**config.mk**
```make
export PLATFORM = sky130hd
export DESIGN_NAME = nosc_fifo
export DESIGN_NICKNAME = d
export VERILOG_FILES = /design/src/rtl/core/nosc_fifo.sv
export SDC_FILE = /design/constraint.sdc
export NUM_CORES = 1
export LEC_CHECK = 0
export BUFFER_PORTS_ARGS = -buffer_cell sky130_fd_sc_hd__buf_2
export CAP_MARGIN = 15
export CORE_MARGIN = 2
export CORE_UTILIZATION = 50
export CTS_BUF_LIST = sky130_fd_sc_hd__clkbuf_8 sky130_fd_sc_hd__clkbuf_16
export DETAILED_ROUTE_END_ITERATION = 12
export PLACE_DENSITY = 0.79
export REMOVE_ABC_BUFFERS = 1
export SYNTH_ARGS = -nofsm -noshare
export SYNTH_HDL_FRONTEND = slang
export SYNTH_SLANG_ARGS = --single-unit
```
**constraint.sdc**
```tcl
create_clock -name clk_i -period 3.9 [get_ports clk_i]
set_input_delay 0 -clock clk_i [delete_from_list [all_inputs] [get_ports clk_i]]
set_output_delay 0 -clock clk_i [all_outputs]
set_load 0.01 [all_outputs]
```
**src/rtl/core/nosc_fifo.sv**
```systemverilog
// Short register queue between front and back end.
// Generic width and depth; no other dependencies.
`default_nettype none

module nosc_fifo #(
  parameter int unsigned WIDTH = 8,
  parameter int unsigned DEPTH = 2
) (
  input  wire logic             clk_i,
  input  wire logic             rst_ni,
  input  wire logic             push_i,
  input  wire logic [WIDTH-1:0] data_i,
  output      logic             full_o,
  output      logic             valid_o,
  output      logic [WIDTH-1:0] data_o,
  input  wire logic             pop_i
);

  localparam int unsigned PTR_W = (DEPTH > 1) ? $clog2(DEPTH) : 1;
  localparam int unsigned CNT_W = $clog2(DEPTH + 1);

  logic [WIDTH-1:0] slot_q [DEPTH];
  logic [PTR_W-1:0] wr_ptr_q, rd_ptr_q;
  logic [CNT_W-1:0] fill_q;
  logic             do_push, do_pop;

  assign full_o  = (fill_q == CNT_W'(DEPTH));
  assign valid_o = (fill_q != '0);
  assign data_o  = slot_q[rd_ptr_q];
  assign do_push = push_i && !full_o;
  assign do_pop  = pop_i && valid_o;

  // Storage, no reset needed
  always_ff @(posedge clk_i) begin
    if (do_push) slot_q[wr_ptr_q] <= data_i;
  end

  // Pointers and fill level
  always_ff @(posedge clk_i or negedge rst_ni) begin
    if (!rst_ni) begin
      wr_ptr_q <= '0;
      rd_ptr_q <= '0;
      fill_q   <= '0;
    end else begin
      if (do_push) begin
        wr_ptr_q <= (wr_ptr_q == PTR_W'(DEPTH - 1)) ? '0 : wr_ptr_q + 1'b1;
      end
      if (do_pop) begin
        rd_ptr_q <= (rd_ptr_q == PTR_W'(DEPTH - 1)) ? '0 : rd_ptr_q + 1'b1;
      end
      if (do_push && !do_pop)      fill_q <= fill_q + 1'b1;
      else if (do_pop && !do_push) fill_q <= fill_q - 1'b1;
    end
  end

endmodule

`default_nettype wire

```
== Word level (Yosys, flattened, before mapping) ==
Memory sizes are Yosys's and may differ from the RTL's.
Cells that the tools add are included.
Operators by class
  add/sub/neg operators: 4
  equality and inequality tests: 1
  mux-type cells: 6
  reduce and logical (&&, ||, !) cells: 9
Operator list (count)
  logical AND 1 bit: 4
  two-way mux 1 bit: 4
  two-way mux 2 bit: 2
  nonzero test 2 bit: 2
  logical NOT 1 bit: 3
  adder 1 bit (second input constant): 2
  adder 2 x 1 -> 2 bit (second input constant): 1
  == test 2 bit (second input constant): 1
  subtractor 2 x 1 -> 2 bit (second input constant): 1
Storage, ports and cells
  bits in registers: 4
  memory bits (writable): 16
  input bits: 12
  output and inout bits: 10
  logic and storage cells: 24
  memories kept: 1
Memory list
  slot_q: words 2, bits a word 8, read ports 1, clocked after Yosys merged registers in 0, write ports 1, RTL line 22  | logic [WIDTH-1:0] slot_q [DEPTH];

== Logic depth before layout (Yosys ltp) ==
  depth in word-level cells: 7
  mapped depth: 7
  depth with buffers taken out: 7

== Worst setup path after synthesis ==
No wires, ideal clock.
  path kind: flip-flop to flip-flop
  from: register fill_q[0]
  to: memory slot_q[0][0] (enable)
  setup time: 0.370 ns
  arrival: 0.986 ns
  data required time: 3.530 ns
  path slack: 2.544 ns
  cell stages (with the launch flop): 4
  path buffers: 0
  period minus slack after synthesis: 1.356 ns
  cells stage by stage: dfrtp_1 nand2b_1 nand2_2 nor2_1
On the way
  longest elaborated chain between the ends: 5
Ends and longest elaborated chain
  start: declaration: RTL line 24  | logic [CNT_W-1:0] fill_q;
  start signal: assignment: RTL line 51  | if (do_push && !do_pop) fill_q <= fill_q + 1'b1;
  start signal: assignment: RTL line 52  | else if (do_pop && !do_push) fill_q <= fill_q - 1'b1;
  == test 2 bit: RTL line 27  | assign full_o = (fill_q == CNT_W'(DEPTH));
  logical NOT 1 bit: RTL line 30  | assign do_push = push_i && !full_o;
  logical AND 1 bit: RTL line 30
  two-way mux 1 bit: RTL line 35  | if (do_push) slot_q[wr_ptr_q] <= data_i;
  two-way mux 1 bit (not written as such): RTL line 35
  end: declaration: RTL line 22
Every way passes these cells.

== Worst setup path in the final report ==
  from: register fill_q[0]
  to: memory slot_q[0][4] (enable)
The elaborated chain is that of the path after synthesis.

==> impl_metrics.json <==
{
  "outcome": "finished clean",
  "hpwl_um": 887,
  "crit_slowest_cell": "nor2_1",
  "grt_pass1_vias": 469,
  "core_area_um2": 1490,
  "finalPower_uw": 699,
  "path_cells": "nand2b_1 -> nand2_2 -> nor2_1",
  "path_clk_slew_ps": 70,
  "routedWlPerCell_um": 13.2,
  "slowest_delay_ps": 490,
  "critical_path.max_fanout": 8,
  "synth_edf_count": 16,
  "final_util_pct": 69.9,
  "synth_mux_area_share_pct": 11.5,
  "end_kind": "register",
  "drive_above_1_share_pct": 35.1,
  "placed_area_um2": 906,
  "fmax_ghz": 0.653,
  "place_ws_ps": 2360,
  "ys_ff_latch": 20,
  "avgSynthCellArea_um2": 17.9,
  "grt_pass1_wl_um": 1990,
  "area_growth_pct": 32.5,
  "ys_seq_area_share_pct": 73.9,
  "p_leak_uw": 0.000434,
  "htreeDepth": 1,
  "cts_root_buf": "clkbuf_8",
  "ys_async_sr_fraction_pct": 20.0,
  "skew_ps": 3.97,
  "synthXorXnorAreaFrac_pct": 5.57,
  "synth_common_cells": "edfxtp_1, mux2_1, dfrtp_1, xnor2_1",
  "antenna_found_initial": 0,
  "hold_violations": 0,
  "crit_type": "reg2reg",
  "rsz0062_at_grt": "false",
  "syn_inst": 44,
  "cap_viol_max_count": 0,
  "start_util_pct": 52.8,
  "synth_top_family_by_area": "multiplexers",
  "portBuffers": 21,
  "synth_top_area_share_pct": 61.1,
  "r2r-start": "fill_q[0]",
  "vias": 450,
  "startpoint": "fill_q[0]",
  "grt_max_degree": 12,
  "clkLatencyLatePin_ps": 250,
  "die_y_um": 43.6,
  "min_from": "pop_i",
  "core.rowCount": 14,
  "die_area_um2": 1900,
  "finalMaxSlewViolations": 0,
  "peakVddDrop_uv": 405,
  "synth_top_area_cell": "edfxtp_1",
  "post_drt_via_cell_ratio": 4.84,
  "clockBufferDepth": 2,
  "antennaDiodeCount": 0,
  "synth_flop_cell": "edfxtp_1",
  "synth-compound-area-share_pct": 0,
  "yosysMostFrequentCell": "edfxtp_1",
  "nNetsFinal": 91,
  "cts_resized": 0,
  "fin_crit_ps": 1530,
  "drtPass1Iterations": 2,
  "syn-cell-area_um2": 786,
  "period_share_pct": 39.3,
  "setup_viol": 0,
  "synthTopCellsByArea": "edfxtp_1, dfrtp_1, mux2_1",
  "cts_setup_buffers": 0,
  "required_ps": 3780,
  "setup_ws_ps": 2370,
  "io_pins": 22,
  "yosysWarnings": 0,
  "fin_area_um2": 1040,
  "grt_use_total_pct": 14.6,
  "synth_fa_ha_area_share_pct": 1.59,
  "numCtsBuffers": 3,
  "power_density_nw_per_um2": 672,
  "slew_headroom_pct": 58.0,
  "clkSinkCount": 20,
  "fp.dieW_um": 43.6,
  "drt-total-wl_um": 1220,
  "final.setup.tns_ps": 0,
  "cts_tree": "built",
  "drtIter0Drc": 4,
  "yosys.area_share.simple_pct": 5.89,
  "tightestPinTransition_ps": 627,
  "yosys.cell_types.count": 14,
  "gr-total-overflow": 0,
  "ant_nets": 0,
  "critPathLaunchType": "register",
  "min_path_type": "in2reg",
  "drc": 0,
  "holdBufCountCts": 9,
  "worstPathArrival_ps": 1420,
  "gp_congestion": 0.648
}
final timing paths:
check                                    end  slack (ps)  depth (start not counted)
worst min-delay path                rd_ptr_q         0.9                          3
worst max register to register  slot_q[0][4]        2370                          3
worst min register to register     fill_q[1]         500                          1
worst max-delay path            slot_q[0][4]        2370                          3
max in group asynchronous           rd_ptr_q        3660                          2
min in group asynchronous          fill_q[0]         110                          2
state kept, by name (all words and copies together), names as in the netlist:
name,count
rd_ptr_q,1
wr_ptr_q,1
fill_q,2
slot_q,16
metal layers:
metal	vias to the layer above	share of wire, %	global-route usage [%]	routed length, um
met3	0	4.5	2.50	55
met4	0	0	3.64	0
li1	223	-	-	-
met2	12	54	26.2	661
met1	215	41	18.2	505
met5	-	0	0	0
cell type report:
| class | count | area, um^2 |
|---|---|---|
| Clock buffer | 3 | 41.3 |
| Multi-Input combinational cell | 21 | 193 |
| Timing Repair Buffer | 30 | 195 |
| Inverter | 2 | 7.51 |
| Clock inverter | 1 | 3.75 |
| Fill cell | 110 | 448 |
| Sequential cell | 20 | 581 |
| Tap cell | 16 | 20.0 |
cells by family after synthesis:
family,count (synthesis)
muxes,8
and+or+nand+nor,7
DFF,20
buffers and inverters,3
adders and majority gates,1
xor gates and xnor gates,5
metrics by stage:
stage / hold slack, ps / std cells
6_report: 0.874 / 93
5_1_grt: 13.2 / 93
4_1_cts: 1.98 / 93
3_5_place_dp: -189 / 80
2_1_floorplan: -296 / 43
3_3_place_gp: -188 / 80
worst max-delay path: cells and delay by family, from the launching register on:
kind / cells / cell delay (ps)
DFF: 1 / 410
and+or+nand+nor: 3 / 760
cell usage in the layout, fill, tap and decap left out:
cell           synthesis  layout
buf_2                  1      21
edfxtp_1              16      16
dlygate4sd3_1          0       9
mux2_1                 8       8
dfrtp_1                4       4
xnor2_1                3       3
clkbuf_8               0       3
inv_1                  2       2
nor2_1                 2       2
xor2_1                 2       2
or2_4                  1       1
nand2b_1               1       1
nand2_2                1       1
nand2_4                1       1
and3_1                 1       1
ha_1                   1       1
clkinv_1               0       1
power by group:
| part | internal (uW) | total [uW] | switching, uW |
|---|---|---|---|
| logic | 115 | 227 | 111 |
| clock network | 69.8 | 130 | 60.4 |
| registers | 299 | 342 | 43.2 |
(Power assumes the default switching activity.)
