### src/rtl/core/nosc_pkg.sv
// Shared package of the natural-order string comparator.
// Holds default sizes, character codes, command codes and the queue control type.
// No dependencies.
`default_nettype none

package nosc_pkg;

  // Default sizes, handed to the top level as parameter defaults
  localparam int unsigned MAX_TOKENS_DEF  = 1024;
  localparam int unsigned NUMBER_BITS_DEF = 32;

  // Character handling
  localparam int unsigned    CHAR_W     = 8;
  localparam int unsigned    DIGIT_W    = 4;
  localparam logic [CHAR_W-1:0] ASCII_ZERO = 8'h30;
  localparam logic [CHAR_W-1:0] ASCII_NINE = 8'h39;

  // Entries in the queue between front and back
  localparam int unsigned QUEUE_DEPTH = 2;

  // Which string a byte belongs to
  typedef enum logic {
    OP_REF  = 1'b0,
    OP_CAND = 1'b1
  } op_e;

  // Top bit of a token: numbers sort before letters
  typedef enum logic {
    KIND_NUMBER = 1'b0,
    KIND_LETTER = 1'b1
  } kind_e;

  // Back end step within one queue entry
  typedef enum logic {
    PH_FIRST  = 1'b0,
    PH_SECOND = 1'b1
  } phase_e;

  // Work carried by one queue entry: up to two token operations
  typedef struct packed {
    logic new_ref;   // start a new reference before anything else
    logic a_valid;   // token A present (a finished number)
    logic a_is_ref;  // token A goes into the reference store
    logic b_valid;   // token B present (letter, or number ended by last byte)
    logic b_is_ref;  // token B goes into the reference store
    logic last_op;   // candidate ends with token B: give a verdict
  } tok_ctrl_t;

endpackage

`default_nettype wire

### src/rtl/core/nosc_if.sv
// Channel interfaces of the natural-order string comparator.
// Input channel carries string bytes, output channel carries verdicts.
// Depends on nosc_pkg.
`default_nettype none

interface nosc_in_if;
  import nosc_pkg::*;

  logic              valid;
  logic              ready;
  logic              operation;
  logic [CHAR_W-1:0] char_code;
  logic              last_char;

  modport source (output valid, operation, char_code, last_char, input ready);
  modport sink   (input valid, operation, char_code, last_char, output ready);
endinterface


`default_nettype wire

### src/rtl/core/nosc_front.sv
// Front end: accepts bytes, builds number tokens and turns bytes into
// queue work for the back end. Depends on nosc_pkg and nosc_if.
`default_nettype none

module nosc_front #(
  parameter int unsigned NUMBER_BITS = nosc_pkg::NUMBER_BITS_DEF
) (
  input  wire logic                     clk_i,
  input  wire logic                     rst_ni,
  nosc_in_if.sink                       in_i,
  input  wire logic                     full_i,
  output      logic                     push_o,
  output      nosc_pkg::tok_ctrl_t      ctrl_o,
  output      logic [NUMBER_BITS:0]     a_tok_o,
  output      logic [NUMBER_BITS:0]     b_tok_o
);
  import nosc_pkg::*;

  localparam int unsigned ACC_W = NUMBER_BITS + DIGIT_W;

  logic [NUMBER_BITS-1:0] pend_q, pend_d;
  logic                   prog_q, prog_d;
  logic                   closed_q, closed_d;

  logic                   accept;
  logic                   is_cand;
  logic                   is_digit;
  logic                   new_ref;
  logic                   open_close;
  logic                   base_prog;
  logic [NUMBER_BITS-1:0] acc_base;
  logic [DIGIT_W-1:0]     digit;
  logic [ACC_W-1:0]       acc;
  logic [NUMBER_BITS-1:0] acc_num;

  assign in_i.ready = !full_i;
  assign accept     = in_i.valid && !full_i;

  // Byte classification
  assign is_cand  = (in_i.operation == OP_CAND);
  assign is_digit = (in_i.char_code >= ASCII_ZERO) && (in_i.char_code <= ASCII_NINE);
  assign digit    = DIGIT_W'(in_i.char_code - ASCII_ZERO);

  // A reference byte after a closed reference starts over; a candidate byte
  // while the reference is open closes it first
  assign new_ref    = !is_cand && closed_q;
  assign open_close = is_cand && !closed_q;
  assign base_prog  = prog_q && !new_ref;
  assign acc_base   = (new_ref || open_close) ? '0 : pend_q;

  // x*10 + d as two shifted adds, saturating
  assign acc = (ACC_W'(acc_base) << 3) + (ACC_W'(acc_base) << 1) + ACC_W'(digit);
  assign acc_num = (|acc[ACC_W-1:NUMBER_BITS]) ? '1 : acc[NUMBER_BITS-1:0];

  // Queue work and next pending number
  always_comb begin
    ctrl_o          = '0;
    ctrl_o.new_ref  = new_ref;
    ctrl_o.a_valid  = base_prog && (!is_digit || open_close);
    ctrl_o.a_is_ref = !is_cand || open_close;
    ctrl_o.b_valid  = !is_digit || in_i.last_char;
    ctrl_o.b_is_ref = !is_cand;
    ctrl_o.last_op  = is_cand && in_i.last_char;
    a_tok_o         = {KIND_NUMBER, pend_q};
    b_tok_o         = is_digit ? {KIND_NUMBER, acc_num}
                               : {KIND_LETTER, NUMBER_BITS'(in_i.char_code)};
    push_o          = accept && (ctrl_o.new_ref || ctrl_o.a_valid || ctrl_o.b_valid);

    pend_d   = pend_q;
    prog_d   = prog_q;
    closed_d = closed_q;
    if (accept) begin
      if (is_digit && !in_i.last_char) begin
        pend_d = acc_num;
        prog_d = 1'b1;
      end else begin
        pend_d = '0;
        prog_d = 1'b0;
      end
      closed_d = is_cand || in_i.last_char;
    end
  end

  always_ff @(posedge clk_i or negedge rst_ni) begin
    if (!rst_ni) begin
      pend_q   <= '0;
      prog_q   <= 1'b0;
      closed_q <= 1'b0;
    end else begin
      pend_q   <= pend_d;
      prog_q   <= prog_d;
      closed_q <= closed_d;
    end
  end

endmodule

`default_nettype wire

### src/flat_wrapper.sv
// flat-port wrapper written by rule: the top's interface ports become plain ports
module nosc_front_flat import nosc_pkg::*;
#(
  parameter int unsigned NUMBER_BITS = nosc_pkg::NUMBER_BITS_DEF
)
  (clk_i, rst_ni, full_i, push_o, ctrl_o, a_tok_o, b_tok_o, in_i_valid, in_i_operation, in_i_char_code, in_i_last_char, in_i_ready);
  nosc_in_if in_i_i ();
  input  wire logic clk_i;
  input  wire logic rst_ni;
  input  wire logic full_i;
  output      logic push_o;
  output      nosc_pkg::tok_ctrl_t ctrl_o;
  output      logic [NUMBER_BITS:0] a_tok_o;
  output      logic [NUMBER_BITS:0] b_tok_o;
  input wire logic [$bits(in_i_i.valid)-1:0] in_i_valid;
  input wire logic [$bits(in_i_i.operation)-1:0] in_i_operation;
  input wire logic [$bits(in_i_i.char_code)-1:0] in_i_char_code;
  input wire logic [$bits(in_i_i.last_char)-1:0] in_i_last_char;
  output wire logic [$bits(in_i_i.ready)-1:0] in_i_ready;
  assign in_i_i.valid = in_i_valid;
  assign in_i_i.operation = in_i_operation;
  assign in_i_i.char_code = in_i_char_code;
  assign in_i_i.last_char = in_i_last_char;
  assign in_i_ready = in_i_i.ready;
  nosc_front #(.NUMBER_BITS(NUMBER_BITS)) u_core (.clk_i(clk_i), .rst_ni(rst_ni), .in_i(in_i_i), .full_i(full_i), .push_o(push_o), .ctrl_o(ctrl_o), .a_tok_o(a_tok_o), .b_tok_o(b_tok_o));
endmodule
### config.mk
export PLATFORM = sky130hd
export DESIGN_NAME = nosc_front_flat
export DESIGN_NICKNAME = d
export VERILOG_FILES = /design/src/rtl/core/nosc_pkg.sv /design/src/rtl/core/nosc_if.sv /design/src/rtl/core/nosc_front.sv /design/src/flat_wrapper.sv
export SDC_FILE = /design/constraint.sdc
export NUM_CORES = 1
export LEC_CHECK = 0
export ABC_CLOCK_PERIOD_IN_PS = 14710
export BUFFER_PORTS_ARGS = -buffer_cell sky130_fd_sc_hd__buf_2
export CAP_MARGIN = 5
export CORE_UTILIZATION = 50
export DETAILED_ROUTE_END_ITERATION = 16
export PLACE_DENSITY_LB_ADDON = 0.3
export SYNTH_ARGS = -nofsm -noshare
export SYNTH_HDL_FRONTEND = slang
export SYNTH_SLANG_ARGS = --single-unit
export TNS_END_PERCENT = 50
### constraint.sdc
create_clock -name clk_i -period 14.71 [get_ports clk_i]
set_clock_uncertainty 0.15 [all_clocks]
set_input_delay 2.942 -clock clk_i [delete_from_list [all_inputs] [get_ports clk_i]]
set_output_delay 2.942 -clock clk_i [all_outputs]
set_load 0.005 [all_outputs]
[Word level (Yosys, flattened, before mapping)]
Cells that the tools add are included.
Word-level totals
  register bits after elaboration: 34
  input port bits: 14
  output and inout bits: 74
  word-level logic and storage cells: 36
Operators by class
  add/sub/neg operators: 3
  order comparisons: 2
  multiplexer cells: 5
  reduce and logical (&&, ||, !) cells: 23
Operators with widths (count)
  2-to-1 mux 32 bit: 3
  adder 35 x 33 -> 36 bit: 1
  adder 36 x 4 -> 36 bit: 1
  2-to-1 mux 33 bit: 1
  logical AND 1 bit: 9
  greater-or-equal comparator 8 x 6 -> 1 bit, second input constant: 1
  less-or-equal comparator 8 x 6 -> 1 bit, second input constant: 1
  logical OR 1 bit: 7
  logical NOT 1 bit: 6
  OR reduction 4 bit: 1
  subtractor 4 x 1 -> 4 bit, second input constant: 1
  2-to-1 mux 1 bit: 1

[Longest topological paths before layout]
  depth in word-level cells: 9
  gate-level depth with buffers: 19
  depth with buffers taken out: 17

[Worst setup path after synthesis]
Ideal clock, no wire load.
  kind: input-to-output
  start: in in_i_operation
  end: out b_tok_o[10]
  arrival time: 6.656 ns
  required time: 11.618 ns
  path slack: 4.962 ns
  stages: 16
  buffers on the path: 2
  cell sequence: inv_1 -> ha_1 -> clkbuf_1 -> nand2_1 -> fa_1 -> fa_1 -> nor2b_4 -> o31ai_4 -> a21oi_2 -> a221oi_2 -> o31a_1 -> o21ai_0 -> xor2_1 -> nor4_4 -> buf_6 -> a21oi_2
Between the ends
  word-level cells in the longest chain between the ends: 9
  elaborated cells on any way between the ends: 10
  classes of those cells: 2 x add/sub; 3 x mux; 5 x reduce/logical
Ends and longest elaborated chain
  start: declaration: line flat_wrapper.sv:16  | input wire logic [$bits(in_i_i.operation)-1:0] in_i_operation;
  logical NOT 1 bit: line nosc_front.sv:46  | assign new_ref = !is_cand && closed_q;
  logical AND 1 bit: line nosc_front.sv:46
  logical OR 1 bit *: line nosc_front.sv:49  | assign acc_base = (new_ref || open_close) ? '0 : pend_q;
  2-to-1 mux 32 bit *: line nosc_front.sv:49
  adder 35 x 33 -> 36 bit *: line nosc_front.sv:52  | assign acc = (ACC_W'(acc_base) << 3) + (ACC_W'(acc_base) << 1) + ACC_W'(digit);
  adder 36 x 4 -> 36 bit *: line nosc_front.sv:52
  OR reduction 4 bit: line nosc_front.sv:53  | assign acc_num = (|acc[ACC_W-1:NUMBER_BITS]) ? '1 : acc[NUMBER_BITS-1:0];
  2-to-1 mux 32 bit *: line nosc_front.sv:53
  2-to-1 mux 33 bit *: line nosc_front.sv:65  | b_tok_o = is_digit ? {KIND_NUMBER, acc_num}
  end: declaration: line flat_wrapper.sv:14  | output logic [NUMBER_BITS:0] b_tok_o;
Every way passes the cells marked *; elsewhere a longest branch is shown, timed or not.

[Final worst setup path]
  start: in in_i_operation
  end: out b_tok_o[4]
The elaborated chain is that of the path after synthesis.

==> impl_metrics.toml <==
[critical_path]
cp-end-kind = "output port"
r2r_start = "u_core.closed_q"
arrival_ns = 8.63
crit_family = "adder cells"
worstPathCellList = "buf_2 > inv_1 > ha_1 > nand2_1 > fa_1 > inv_1 > ha_1 > a211oi_1 > o21ai_1 > a31oi_1 > o31ai_2 > a21oi_1 > o31ai_1 > xnor2_1 > nor4_4 > buf_4 > a21boi_0 > buf_2"
worst_ep_required_time_ns = 11.62
cp_slowest_cell = "nor4_4"
cp_num_buf_inv = 5
cp.depth = 18
crit_path_max_incr_delay_ns = 0.93
crit_type = "input port to output port"
r2r_cells = 15
crit_path_start_kind = "input port"
cp_max_fo = 40
reg2reg_to = "u_core.pend_q[10]"
r2r_slack_ns = 8.63

[clock_network]
cts_made_buffers = 5
root_buffer = "clkbuf_8"
cts_resized = 0
clock_latency_ns = 0.29
clk_pin_slew_ns = 0.07
clock_path_buffers = 2
cts_hold_buf = 0
clock-sinks = 34
postCtsSetupBuffers = 0
htree_num_levels = 2
tritoncts = "done"

[global_routing]
antenna_found_initial = 0
groute.usage.overall_pct = 26.5
grt-ovfl-total = 0
grt_pass1_vias = 3906
grt_pass1_wl_mm = 18.7
grt_max_degree = 61

[final_layout]
stdcell_count = 678
drive_gt1_share_pct = 19.4
antenna_cells = 0
fin_nets = 657
syn_to_final_growth_pct = 11.5
fill_cells = 737

[yosys]
syn_avg_cell_area_sq_um = 8.06
async_flop_share_pct = 100
ys_ff_latch = 34
synth_enable_flop_cells = 0
yosys.area.top_type_share_pct = 20.5
synthCells = 516
synth_cell_types = 52
synth_common_cells = "ha_1 (66), a21oi_1 (56), o21ai_0 (53)"
ys_seq_area_share_pct = 20.5
synth_warnings = 0
syn_area_sq_mm = 0.00416
synth-main-ff-cell = "dfrtp_1"
synth_most_common_cell = "ha_1"
ys_top_cells_by_area = "dfrtp_1 (20%), ha_1 (20%), a21oi_1 (6.7%)"
yosys.area.top_type = "dfrtp_1"
syn_nets = 598

[routing]
drc = 0
drtIter0Drc = 225
antenna_left = 0
wl_per_cell_um = 16.5
vias_per_cell = 6.06
firstDrtPassIters = 5
totalWireLength_mm = 11.2
vias = 4107

[floorplanning]
die_w_um = 93.2
initial_core_util_pct = 52.7
dieArea_sq_mm = 0.00868
num_rows = 32
chipHeight_um = 93.2
io_pins = 88
coreArea_sq_mm = 0.00789

[power_and_ir_drop]
power.leakage_nw = 2.35
power.density_mw_per_mm2 = 121
ir_worst_vdd_uv = 58.0

[place]
numPortBuffers = 86
gp_congestion = 0.909
hpwl_mm = 8.42
place_ws_ns = 3.10
dp.cells = 670

[worst_hold_path]
hold_path_depth = 2
hold_end = "u_core.prog_q"
worstHoldStart = "u_core.prog_q"
hold_path_class = "flip-flop to flip-flop"

[sta]
tightest_slew_ns = 1.23
final_max_slew_viol_count = 0
final.setup.tns_ns = 0
setup_slack_ns = 2.99
max_freq_mhz = 85.3
hold_viol_final = 0
final.min_clock_period_ns = 11.72
period_share_pct = 79.7
rsz0062_at_grt = "no"
slew_headroom_pct = 17.6
setup_viol = 0

[flow_run]
cap_violations = 0

[status]
status = "completed"
-- sequential cells by signal, indices dropped and copies added, names as in the netlist --
signal	count
u_core.prog_q	1
u_core.closed_q	1
u_core.pend_q	32
-- report_power, final --
group	switching [W]	internal, W	total (W)
Combinational	0.000223	0.000130	0.000352
Sequential	0.0000159	0.000115	0.000131
Clock	0.0000379	0.0000379	0.0000758
-- routing by layer --
metal / share of wire, % / wire length (um) / global-route usage, % / vias up
li1: - / - / - / 1998
met5: 0 / 0 / 0 / -
met1: 45 / 5010 / 35.1 / 1976
met2: 50 / 5590 / 46.1 / 118
met4: 1.4 / 156 / 6.79 / 0
met3: 3.8 / 429 / 2.28 / 15
-- through the flow --
stage | power (W) | utilization, % | area [sq um] | hold slack [ns]
2_1_floorplan | 0.000400 | - | 4160 | 0.314
3_3_place_gp | 0.000473 | 57.6 | 4540 | 0.340
3_5_place_dp | 0.000479 | 57.6 | 4540 | 0.383
4_1_cts | 0.000559 | 58.8 | 4640 | 0.400
5_1_grt | 0.000607 | 58.8 | 4640 | 0.460
6_report | 0.000559 | 58.8 | 4640 | 0.394
-- worst max path at each step --
stage / slack (ns) / from / end
floorplan: 4.96 / in_i_operation / b_tok_o[10]
global placement: 3.31 / in_i_operation / b_tok_o[5]
detailed placement: 3.10 / in_i_operation / b_tok_o[26]
CTS: 3.08 / in_i_operation / b_tok_o[26]
global route: 2.58 / in_i_operation / b_tok_o[27]
finish: 2.99 / in_i_operation / b_tok_o[4]
-- worst min-delay path, cell delays in order (launching register included) --
cell and delay [ns]:
dfrtp_1 0.38, nand2_1 0.05, o21ai_0 0.07
-- kinds of logic (layout without fill, tap and decap cells) --
| logic type | count (synthesis) | after routing | synth area share [%] |
|---|---|---|---|
| and+or+nand+nor | 129 | 129 | 15.9 |
| other | 1 | 1 | 0.0902 |
| DFF | 34 | 34 | 20.5 |
| AOI/OAI and AO/OA | 202 | 202 | 30.2 |
| buffers and inverters | 51 | 111 | 5.93 |
| adders and majority gates | 68 | 68 | 20.8 |
| xor gates and xnor gates | 31 | 31 | 6.53 |
-- final cells by class --
type	count	area [sq um]	share of cell area [%]
clock buffers	7	86.3	1.86
well taps	102	128	2.75
repair buffers	87	438	9.45
flip-flops and latches	34	851	18.4
multi-input cells	431	3070	66.2
clock inverters	1	5.00	0.108
inverters	16	60.1	1.30
-- layout by cell type, fill, tap and decap left out, drive strengths merged, types with 2 or more instances in the layout --
master,synthesis,final
buf,10,87
a21oi,67,67
ha,66,66
o21ai,56,56
nor2,37,37
and2,36,36
dfrtp,34,34
nand2,31,31
a31oi,30,30
inv,16,16
xor2,16,16
xnor2,15,15
a21o,10,10
a211oi,7,7
clkbuf,25,7
o21a,5,5
o21bai,4,4
nand3,4,4
nor3,4,4
o31ai,4,4
nand4,3,3
o211ai,3,3
a21boi,3,3
nor4,3,3
nor2b,2,2
and4,2,2
and3,2,2
a2111oi,2,2
o41ai,2,2
nand2b,2,2
fa,2,2
a221oi,2,2
Power figures use the tool's default switching activity.
